--- src/rtl/ecnpv_pkg.sv ---
// ----------------------------------------------------------------------------
// ecnpv_pkg
// shared types, codes and widths of the ecn path validator
// ----------------------------------------------------------------------------
package ecnpv_pkg;

  localparam int COUNT_WIDTH_DEF = 62;
  localparam int ACK_W           = 62;
  localparam int IN_TDATA_W      = 192;
  localparam int IN_TUSER_W      = 2;
  localparam int OUT_TDATA_W     = 72;

  // ecn codepoints
  localparam logic [1:0] CP_NOT_ECT = 2'd0;
  localparam logic [1:0] CP_ECT1    = 2'd1;
  localparam logic [1:0] CP_ECT0    = 2'd2;
  localparam logic [1:0] CP_CE      = 2'd3;

  // event kinds
  localparam logic [1:0] FUNC_SENT    = 2'd0;
  localparam logic [1:0] FUNC_ACK     = 2'd1;
  localparam logic [1:0] FUNC_DISABLE = 2'd2;

  // result status codes
  localparam logic [1:0] ST_OK      = 2'd0;
  localparam logic [1:0] ST_FAILED  = 2'd1;
  localparam logic [1:0] ST_IGNORED = 2'd2;

  typedef struct packed {
    logic [1:0]       func;
    logic [1:0]       sent_cp;
    logic [ACK_W-1:0] ack_ect0;
    logic [ACK_W-1:0] ack_ect1;
    logic [ACK_W-1:0] ack_ce;
    logic [ACK_W:0]   ack_sum01;
  } in_word_t;

  typedef struct packed {
    logic             testing;
    logic             capable;
    logic [ACK_W-1:0] new_ce;
    logic [1:0]       status;
    logic [1:0]       marking;
  } out_word_t;

endpackage

--- src/rtl/ecnpv_in_stage.sv ---
// ----------------------------------------------------------------------------
// ecnpv_in_stage
// input register; unpacks the word and forms the partial ack sum
// ----------------------------------------------------------------------------
module ecnpv_in_stage (
  input  logic                            clk,
  input  logic                            rst,
  input  logic                            s_axis_tvalid,
  output logic                            s_axis_tready,
  input  logic [ecnpv_pkg::IN_TDATA_W-1:0] s_axis_tdata,
  input  logic [ecnpv_pkg::IN_TUSER_W-1:0] s_axis_tuser,
  output logic                            word_valid,
  input  logic                            word_take,
  output ecnpv_pkg::in_word_t             word
);
  import ecnpv_pkg::*;

  in_word_t load_word;

  // nothing is taken while reset is held
  assign s_axis_tready = !rst && (!word_valid || word_take);

  always_comb begin
    load_word.func      = s_axis_tuser;
    load_word.sent_cp   = s_axis_tdata[1:0];
    load_word.ack_ect0  = s_axis_tdata[63:2];
    load_word.ack_ect1  = s_axis_tdata[125:64];
    load_word.ack_ce    = s_axis_tdata[187:126];
    load_word.ack_sum01 = {1'b0, s_axis_tdata[63:2]} + {1'b0, s_axis_tdata[125:64]};
  end

  always_ff @(posedge clk) begin
    if (rst) begin
      word_valid <= 1'b0;
    end else if (s_axis_tready) begin
      word_valid <= s_axis_tvalid;
    end
  end

  always_ff @(posedge clk) begin
    if (s_axis_tready && s_axis_tvalid) begin
      word <= load_word;
    end
  end

endmodule

--- src/rtl/ecnpv_core.sv ---
// ----------------------------------------------------------------------------
// ecnpv_core
// validation state, per-event update and the result register
// ----------------------------------------------------------------------------
module ecnpv_core #(
  parameter int COUNT_WIDTH = ecnpv_pkg::COUNT_WIDTH_DEF
) (
  input  logic                             clk,
  input  logic                             rst,
  input  logic                             cfg_we,
  input  logic [1:0]                       cfg_wdata,
  input  logic                             word_valid,
  output logic                             word_take,
  input  ecnpv_pkg::in_word_t              word,
  output logic                             m_axis_tvalid,
  input  logic                             m_axis_tready,
  output logic [ecnpv_pkg::OUT_TDATA_W-1:0] m_axis_tdata
);
  import ecnpv_pkg::*;

  localparam int CW = COUNT_WIDTH;
  localparam logic [ACK_W-1:0] CNT_MAX = ACK_W'((64'd1 << CW) - 64'd1);

  logic [1:0]    ect_codepoint;
  logic [CW-1:0] tx_ect0, tx_ect0_next;
  logic [CW-1:0] tx_ect1, tx_ect1_next;
  logic [CW:0]   sent_total, sent_total_next;
  logic [CW-1:0] rx_ect0, rx_ect0_next;
  logic [CW-1:0] rx_ect1, rx_ect1_next;
  logic [CW-1:0] rx_ce, rx_ce_next;
  logic          testing, testing_next;
  logic          capable, capable_next;
  logic          failed, failed_next;

  out_word_t     res, out_word;
  logic          bad_count;
  logic [63:0]   acked_total;

  assign word_take = word_valid && (!m_axis_tvalid || m_axis_tready);

  always_ff @(posedge clk) begin
    if (rst) begin
      ect_codepoint <= CP_ECT0;
    end else if (cfg_we && (cfg_wdata == CP_ECT0 || cfg_wdata == CP_ECT1)) begin
      ect_codepoint <= cfg_wdata;
    end
  end

  always_comb begin
    bad_count = word.ack_ect0 > CNT_MAX || word.ack_ect1 > CNT_MAX ||
                word.ack_ce > CNT_MAX ||
                word.ack_ect0 < ACK_W'(rx_ect0) ||
                word.ack_ect1 < ACK_W'(rx_ect1) ||
                word.ack_ce < ACK_W'(rx_ce);
    acked_total = {1'b0, word.ack_sum01} + {2'b0, word.ack_ce};
  end

  always_comb begin
    tx_ect0_next    = tx_ect0;
    tx_ect1_next    = tx_ect1;
    sent_total_next = sent_total;
    rx_ect0_next    = rx_ect0;
    rx_ect1_next    = rx_ect1;
    rx_ce_next      = rx_ce;
    testing_next    = testing;
    capable_next    = capable;
    failed_next     = failed;
    res.status      = ST_OK;
    res.new_ce      = '0;
    case (word.func)
      FUNC_SENT: begin
        // saturating counters; the running total tracks real increments only
        if (word.sent_cp == CP_ECT0 && tx_ect0 != '1) begin
          tx_ect0_next    = tx_ect0 + 1'b1;
          sent_total_next = sent_total + 1'b1;
        end else if (word.sent_cp == CP_ECT1 && tx_ect1 != '1) begin
          tx_ect1_next    = tx_ect1 + 1'b1;
          sent_total_next = sent_total + 1'b1;
        end
      end
      FUNC_ACK: begin
        if (failed) begin
          res.status = ST_IGNORED;
        end else if (bad_count || acked_total > 64'(sent_total)) begin
          failed_next  = 1'b1;
          testing_next = 1'b0;
          capable_next = 1'b0;
          res.status   = ST_FAILED;
        end else begin
          res.new_ce   = word.ack_ce - ACK_W'(rx_ce);
          rx_ect0_next = word.ack_ect0[CW-1:0];
          rx_ect1_next = word.ack_ect1[CW-1:0];
          rx_ce_next   = word.ack_ce[CW-1:0];
          if (testing && acked_total != 64'd0) begin
            capable_next = 1'b1;
            testing_next = 1'b0;
          end
        end
      end
      FUNC_DISABLE: begin
        failed_next  = 1'b1;
        testing_next = 1'b0;
        capable_next = 1'b0;
      end
      default: begin
      end
    endcase
    res.marking = (!failed_next && (capable_next || testing_next)) ? ect_codepoint
                                                                   : CP_NOT_ECT;
    res.capable = capable_next && !failed_next;
    res.testing = testing_next;
  end

  always_ff @(posedge clk) begin
    if (rst) begin
      tx_ect0       <= '0;
      tx_ect1       <= '0;
      sent_total    <= '0;
      rx_ect0       <= '0;
      rx_ect1       <= '0;
      rx_ce         <= '0;
      testing       <= 1'b1;
      capable       <= 1'b0;
      failed        <= 1'b0;
      m_axis_tvalid <= 1'b0;
    end else begin
      if (word_take) begin
        tx_ect0    <= tx_ect0_next;
        tx_ect1    <= tx_ect1_next;
        sent_total <= sent_total_next;
        rx_ect0    <= rx_ect0_next;
        rx_ect1    <= rx_ect1_next;
        rx_ce      <= rx_ce_next;
        testing    <= testing_next;
        capable    <= capable_next;
        failed     <= failed_next;
      end
      if (!m_axis_tvalid || m_axis_tready) begin
        m_axis_tvalid <= word_take;
      end
    end
  end

  always_ff @(posedge clk) begin
    if (word_take) begin
      out_word <= res;
    end
  end

  assign m_axis_tdata = {4'b0, out_word};

endmodule

--- src/rtl/ecn_path_validator.sv ---
// ----------------------------------------------------------------------------
// ecn_path_validator
// per-path ecn validation: sent counting, ack count checks, failure tracking
// ----------------------------------------------------------------------------
// usage
//   s_axis carries one event per word; tuser holds the event kind
//   (sent, ack, disable) and tdata the sent codepoint and the peer's
//   cumulative ect0, ect1 and ce counts. m_axis returns one result word per
//   event: outgoing marking, status, new ce count and the capable and
//   testing flags, all taken after the event's update.
//   cfg_we / cfg_wdata set the codepoint used on outgoing packets; values
//   other than ect(0) and ect(1) are dropped. write only while idle.
//   an accepted word passes through one input register, then the check and
//   state update feeding the result register. throughput is one event per
//   cycle while results are taken, set by the single state update path;
//   the input register, if empty, accepts a new word while a result waits.
//   when m_axis_tready is low the result register holds, the input register
//   fills, and then s_axis_tready drops until the result is taken.
//   rst (synchronous) clears all counters, returns to testing mode with
//   the path not failed, and sets the codepoint to ect(0).
// ----------------------------------------------------------------------------
module ecn_path_validator #(
  parameter int COUNT_WIDTH = ecnpv_pkg::COUNT_WIDTH_DEF
) (
  input  logic                             clk,
  input  logic                             rst,
  input  logic                             cfg_we,
  input  logic [1:0]                       cfg_wdata,
  input  logic                             s_axis_tvalid,
  output logic                             s_axis_tready,
  // sent_codepoint[1:0], ack_ect0[63:2], ack_ect1[125:64], ack_ce[187:126], zero
  input  logic [ecnpv_pkg::IN_TDATA_W-1:0] s_axis_tdata,
  // func[1:0]
  input  logic [ecnpv_pkg::IN_TUSER_W-1:0] s_axis_tuser,
  output logic                             m_axis_tvalid,
  input  logic                             m_axis_tready,
  // marking[1:0], status[3:2], new_ce[65:4], capable[66], testing[67], zero
  output logic [ecnpv_pkg::OUT_TDATA_W-1:0] m_axis_tdata
);
  import ecnpv_pkg::*;

  logic     word_valid;
  logic     word_take;
  in_word_t word;

  ecnpv_in_stage u_in (
    .clk           (clk),
    .rst           (rst),
    .s_axis_tvalid (s_axis_tvalid),
    .s_axis_tready (s_axis_tready),
    .s_axis_tdata  (s_axis_tdata),
    .s_axis_tuser  (s_axis_tuser),
    .word_valid    (word_valid),
    .word_take     (word_take),
    .word          (word)
  );

  ecnpv_core #(
    .COUNT_WIDTH (COUNT_WIDTH)
  ) u_core (
    .clk           (clk),
    .rst           (rst),
    .cfg_we        (cfg_we),
    .cfg_wdata     (cfg_wdata),
    .word_valid    (word_valid),
    .word_take     (word_take),
    .word          (word),
    .m_axis_tvalid (m_axis_tvalid),
    .m_axis_tready (m_axis_tready),
    .m_axis_tdata  (m_axis_tdata)
  );

endmodule

--- config.mk ---
export PLATFORM = sky130hd
export DESIGN_NAME = ecn_path_validator
export DESIGN_NICKNAME = d
export VERILOG_FILES = /design/src/rtl/ecnpv_pkg.sv /design/src/rtl/ecnpv_in_stage.sv /design/src/rtl/ecnpv_core.sv /design/src/rtl/ecn_path_validator.sv
export SDC_FILE = /design/constraint.sdc
export NUM_CORES = 2
export LEC_CHECK = 0
export BUFFER_PORTS_ARGS = -buffer_cell sky130_fd_sc_hd__buf_2
export CAP_MARGIN = 10
export CORE_MARGIN = 5
export CORE_UTILIZATION = 30
export DETAILED_ROUTE_END_ITERATION = 8
export SYNTH_ARGS = -nofsm -noshare
export SYNTH_HDL_FRONTEND = slang
export SYNTH_SLANG_ARGS = --single-unit
export TNS_END_PERCENT = 100
--- constraint.sdc ---
create_clock -name clk -period 10.55 [get_ports clk]
set_input_delay 1.5825 -clock clk [delete_from_list [all_inputs] [get_ports clk]]
set_output_delay 1.5825 -clock clk [all_outputs]
set_load 0.005 [all_outputs]
==> Word level (Yosys, flattened, before mapping) <==
Index checks and enable logic that the tools add are counted.
{ "op_classes": {"add_sub_neg": 6, "n_mul": 0, "n_div": 0, "order_cmp": 7, "eq_ne": 8, "shift": 0, "muxes": 15, "n_bitwise": 4, "n_reduce_logical": 32} }
{ "op_table": {"columns": ["op", "n"], "rows": [
  ["$gt A62 B62 Y1 const B", 3],
  ["$lt A62 B62 Y1", 3],
  ["$mux W63", 2],
  ["$add A62 B1 Y62 const B", 2],
  ["$ne A62 B62 Y1 const B", 2],
  ["$add A63 B62 Y64", 1],
  ["$gt A64 B63 Y1", 1],
  ["$reduce_bool A64 Y1", 1],
  ["$add A62 B62 Y63", 1],
  ["$add A63 B1 Y63 const B", 1],
  ["$sub A62 B62 Y62", 1],
  ["$logic_or A1 B1 Y1", 10],
  ["$logic_and A1 B1 Y1", 9],
  ["$mux W1", 9],
  ["$reduce_and A4 Y1", 2],
  ["$eq A2 B1 Y1 const B", 3],
  ["$eq A2 B2 Y1 const B", 3],
  ["$pmux W1 S2", 3],
  ["$reduce_and A3 Y1", 2],
  ["$logic_not A1 Y1", 4],
  ["$not A1 Y1", 4],
  ["$reduce_or A3 Y1", 1],
  ["$logic_not A2 Y1", 1],
  ["$mux W2", 1],
  ["2 further kinds", 2]
]} }
{ "totals": {"reg_bits": 701, "latch_bits": 0, "ramBits": 0, "rom_bits": 0, "out_inout_bits": 74, "elab_cells": 96, "mem_count": 0} }

==> Logic depth before layout (Yosys ltp) <==
{ "depth": {"ltp_word": 12, "depth_mapped": 27, "depth_no_buf": 23} }

==> Modules after synthesis <==
Synthesis repeated with hierarchy kept, for this count alone.
{ "unflattened": {"cells_unflattened": 4737, "hier_area_um2": 41594.9} }
{ "modules_own_cells": {"columns": ["mod", "instances", "cells_each", "area_each_um2", "seq_area_each_um2"], "rows": [
  ["ecnpv_core", 1, 3852, 29807.3, 9629.2],
  ["ecnpv_in_stage", 1, 885, 11787.6, 7617.3]
]} }

==> Worst setup path before layout <==
OpenSTA, ideal clock, no wires.
{ "synth_path": {"kind": "in2reg", "from": "input port rst", "to": "register u_in.word[0] (netlist name)", "setup_ns": 0.646, "arrival_time_ns": 7.739, "path_slack_ns": 2.165, "cell_stages": 3, "n_path_buf": 1, "cell_sequence": "clkbuf_1 -> a21oi_1 -> and2_1"} }
{ "synth_between": {"elab_chain_len": 3} }
{ "synth_lines": {"columns": ["element", "line_no", "text"], "rows": [
  ["start: declaration", "ecn_path_validator.sv:26", "input logic rst,"],
  ["$logic_not A1 Y1", "ecnpv_in_stage.sv:21", "assign s_axis_tready = !rst && (!word_valid || word_take);"],
  ["$logic_and A1 B1 Y1", "ecnpv_in_stage.sv:21", null],
  ["named net s_axis_tready", "ecn_path_validator.sv:30", "output logic s_axis_tready,"],
  ["$logic_and A1 B1 Y1", "ecnpv_in_stage.sv:41", "if (s_axis_tready && s_axis_tvalid) begin"]
]} }
The timed path passes the listed nets, and every way through them passes these cells.
A chain may end at the register's enable or synchronous reset.

==> Final worst setup path <==
{ "layout_path": {"from": "register u_in.word[75] (netlist name)", "to": "register u_core.rx_ect1[2]"} }
{ "layout_between": {"elab_chain_len": 8, "elab_cells_between_ends": 11, "cone_classes": "1 x add/sub; 3 x order compare; 1 x bitwise; 6 x reduce/logical"} }
{ "layout_lines": {"columns": ["element", "line_no", "text"], "rows": [
  ["parallel branches: the longest is 5 deep, another holds $add A63 B62 Y64", null, null],
  ["$logic_or A1 B1 Y1 *", "ecnpv_core.sv:84", "end else if (bad_count || acked_total > 64'(sent_total)) begin"],
  ["$not A1 Y1 (no source line) *", null, null],
  ["$reduce_and A4 Y1 (no source line) *", null, null],
  ["end signal: assignment", "ecnpv_core.sv:132", "rx_ect1 <= rx_ect1_next;"],
  ["end: declaration", "ecnpv_core.sv:29", "logic [CW-1:0] rx_ect1, rx_ect1_next;"]
]} }
Every way passes the cells marked *.

==> impl_results.md <==
* Outcome: finished clean
* Synth warn at 0
* Global Route met1 Usage at 0.207
* Distinct cells, synth at 85
* Worst slew pin tran at 1300 ps
* Final Hold Vio Count at 0
* TNS Setup at 0 ps
* DR DRC count at 0
* Tot Pwr at 6800 uW
* Async S/R FF share, synth at 0
* Top-area cell type share of the netlist area at 0.233
* DR pass1 iterations at 5
* RSZ-0062 raised after global routing: no
* Floorplan row count at 136
* Vias at 34000
* GRT overflow at 0
* Initial core utilization at 0.302
* Met3 usage at 0.0271
* Register area share after synthesis at 0.417
* Tmin final at 7960 ps
* Count leader, synth: nand2_1
* Static Leak at 0.0170 uW
* Max-Cap Viols at 0
* PwrDens at 145 nW/um^2
* Num Clock Sinks at 701
* Post-CTS Resized at 0
* Cells after Synth at 4656
* Area leader, netlist: edfxtp_1
* Drt wl/cell at 17.8 um
* Worst-skew pair later-pin latency at 700 ps
* Antenna violations before repair at 9
* Hold crit path type: register to register
* Area grow syn2layout at 13.3%
* Synth top cells by count: nand2_1, a21oi_1, nor2_1, dfxtp_1, ha_1
* Layout Nets at 5446
* Die height at 382 um
* Post-synth EDFFs at 321
* Share of cells above drive strength 1 at 0.0872
* Total CTS buffers at 77
* Finish-stage setup viols at 0
* Pins over their slew limit at 0
* Chip width at 382 um
* Cts hold-fix bufs at 0
* Routability cong. at 0.899
* Yosys reg bits at 701
* Period utilization at 0.755
* Buffers on Ports at 266
* GRT Resource Usage Total at 0.160
* Worst slew margin at 0.122
* Final worst setup slack at 2590 ps
* Largest cells by area after synthesis: edfxtp_1, dfxtp_1, ha_1
* Max clock buf depth at 3
* CP required at 11080 ps
* Final ANT Viol Nets at 0
* Clock root cell: clkbuf_16
* Clock skew at 31.5 ps
* WP data arrival at 8490 ps
* Initial DRC count at 2231
* Pin count of the biggest net entering global routing at 163
* Busiest grt layer: met2
* Vias in the first global route at 32900
* Post-Route WL at 120000 um
* First-pass GRT wire length at 187000 um
* Full die area at 146000 um^2
* Dpl ws at 2910 ps
* Synth Flop Type: dfxtp_1
* Avg Cell Area, Syn at 8.89 um^2
* CTS tree: built
* Max Fclk at 126 MHz
* Worst Setup End Kind: register
* Clk slew on worst S/H paths at 60 ps
* H-tree depth at 3
* Critical path class: register to register
* CP Max Fanout at 162
* M2 GR Usage at 0.272
* HPWL after DPL at 91800 um
* Routed vias/inst at 5.06
* Peak supply drop at 0.000101 V
* Startpoint types: register
* CORE AREA at 137000 um^2
* I/O pin count at 275
* Mapped Area at 41400 um^2
* # Post-CTS Setup Buffers at 0
* Fill count at 14000
## metal layers
metal | share of wire | vias up
li1 | - | 17000
met1 | 0.45 | 16100
met2 | 0.47 | 705
met3 | 0.049 | 207
met4 | 0.032 | 2
met5 | 0.00011 | -
## flip-flops by register name, summed over array words and instances, names as in the netlist
register / cells
u_core.m_axis_tvalid: 1
u_core.capable: 1
u_core.rx_ce: 62
u_in.word: 253
u_core.m_axis_tdata: 68
u_core.ect_codepoint: 2
u_in.word_valid: 1
u_core.failed: 1
u_core.sent_total: 63
u_core.rx_ect1: 62
u_core.rx_ect0: 62
u_core.testing: 1
u_core.tx_ect1: 62
u_core.tx_ect0: 62
## report_power, final
group	switching, uW	internal (uW)	total, uW
registers	49.1	2940	2980
logic	731	437	1170
clock network	1180	1470	2650
total	1960	4850	6800
## logic make-up after synthesis
kind of cell / synth area share
and+or+nand+nor: 0.184
other: 0.0000906
adders and majority gates: 0.115
xor gates and xnor gates: 0.0635
muxes: 0.00205
buffers and inverters: 0.0484
DFF: 0.417
AOI/OAI and AO/OA: 0.170
## per-stage QoR
step / instance area, um^2 / hold slack, ps / utilization / std cells
3_3_place_gp: 44400 / 441 / 0.324 / 6580
3_5_place_dp: 44400 / 446 / 0.324 / 6580
6_report: 46900 / 451 / 0.342 / 6728
4_1_cts: 46900 / 455 / 0.342 / 6724
5_1_grt: 46900 / 470 / 0.342 / 6725
2_1_floorplan: 41400 / 436 / - / 4659
## critical path, stage by stage, from the launching register on
cell and delay [ps]:
edfxtp_1 450, ha_1 410, a21oi_1 360, o21ai_0 260, a22o_1 330, or2_2 360
o21ai_0 650, a21oi_1 160, nor3_1 470, ha_1 340, a21o_1 160, a21oi_1 150
nor2b_1 60, o21ai_0 140, a21oi_1 100, nor4bb_1 310, o21bai_1 120, or4_4 550
or4_2 890, or2_4 470, buf_12 240, nand2_1 290, a21oi_1 100
## placed cells by master, fill, tap and decap left out, types with 10 or more instances in the layout
cell type,count
a2111oi_0,10
a211oi_1,34
a21o_1,191
a21oi_1,479
a31oi_1,29
and2_1,26
and3_1,43
and4_1,30
buf_2,265
buf_4,15
clkbuf_1,22
clkbuf_16,77
clkinv_1,11
clkinv_2,11
dfxtp_1,380
edfxtp_1,321
ha_1,377
inv_1,332
nand2_1,619
nand2b_1,28
nand3_1,112
nand4_1,124
nor2_1,389
nor2b_1,24
nor3_1,98
nor4_1,34
o211ai_1,20
o21a_1,38
o21ai_0,177
o21bai_1,30
o31ai_1,16
or2_2,12
or3_1,51
or4_1,11
xnor2_1,184
xor2_1,116
## area by class of cell
cell class	instances	area [um^2]	area share
tap	1794	2240	0.0479
sequential	701	17200	0.368
inverter	333	1250	0.0267
clock buffer	106	2110	0.0449
timing repair buffer	284	1510	0.0323
clock inverter	38	359	0.00766
antenna	4	10.0	0.000213
multi-input combinational	3468	22200	0.473
## worst paths after layout
| path | slack (ps) | start | cells past startpoint | to |
|---|---|---|---|---|
| min reg2reg | 450 | u_core.rx_ect1[48] | 2 | u_core.rx_ect1[48] |
| max | 2590 | u_in.word[75] | 22 | u_core.rx_ect1[2] |
| min | 450 | u_core.rx_ect1[48] | 2 | u_core.rx_ect1[48] |
| max reg2reg | 2590 | u_in.word[75] | 22 | u_core.rx_ect1[2] |
Note: power is estimated with default switching activity, not from simulation.
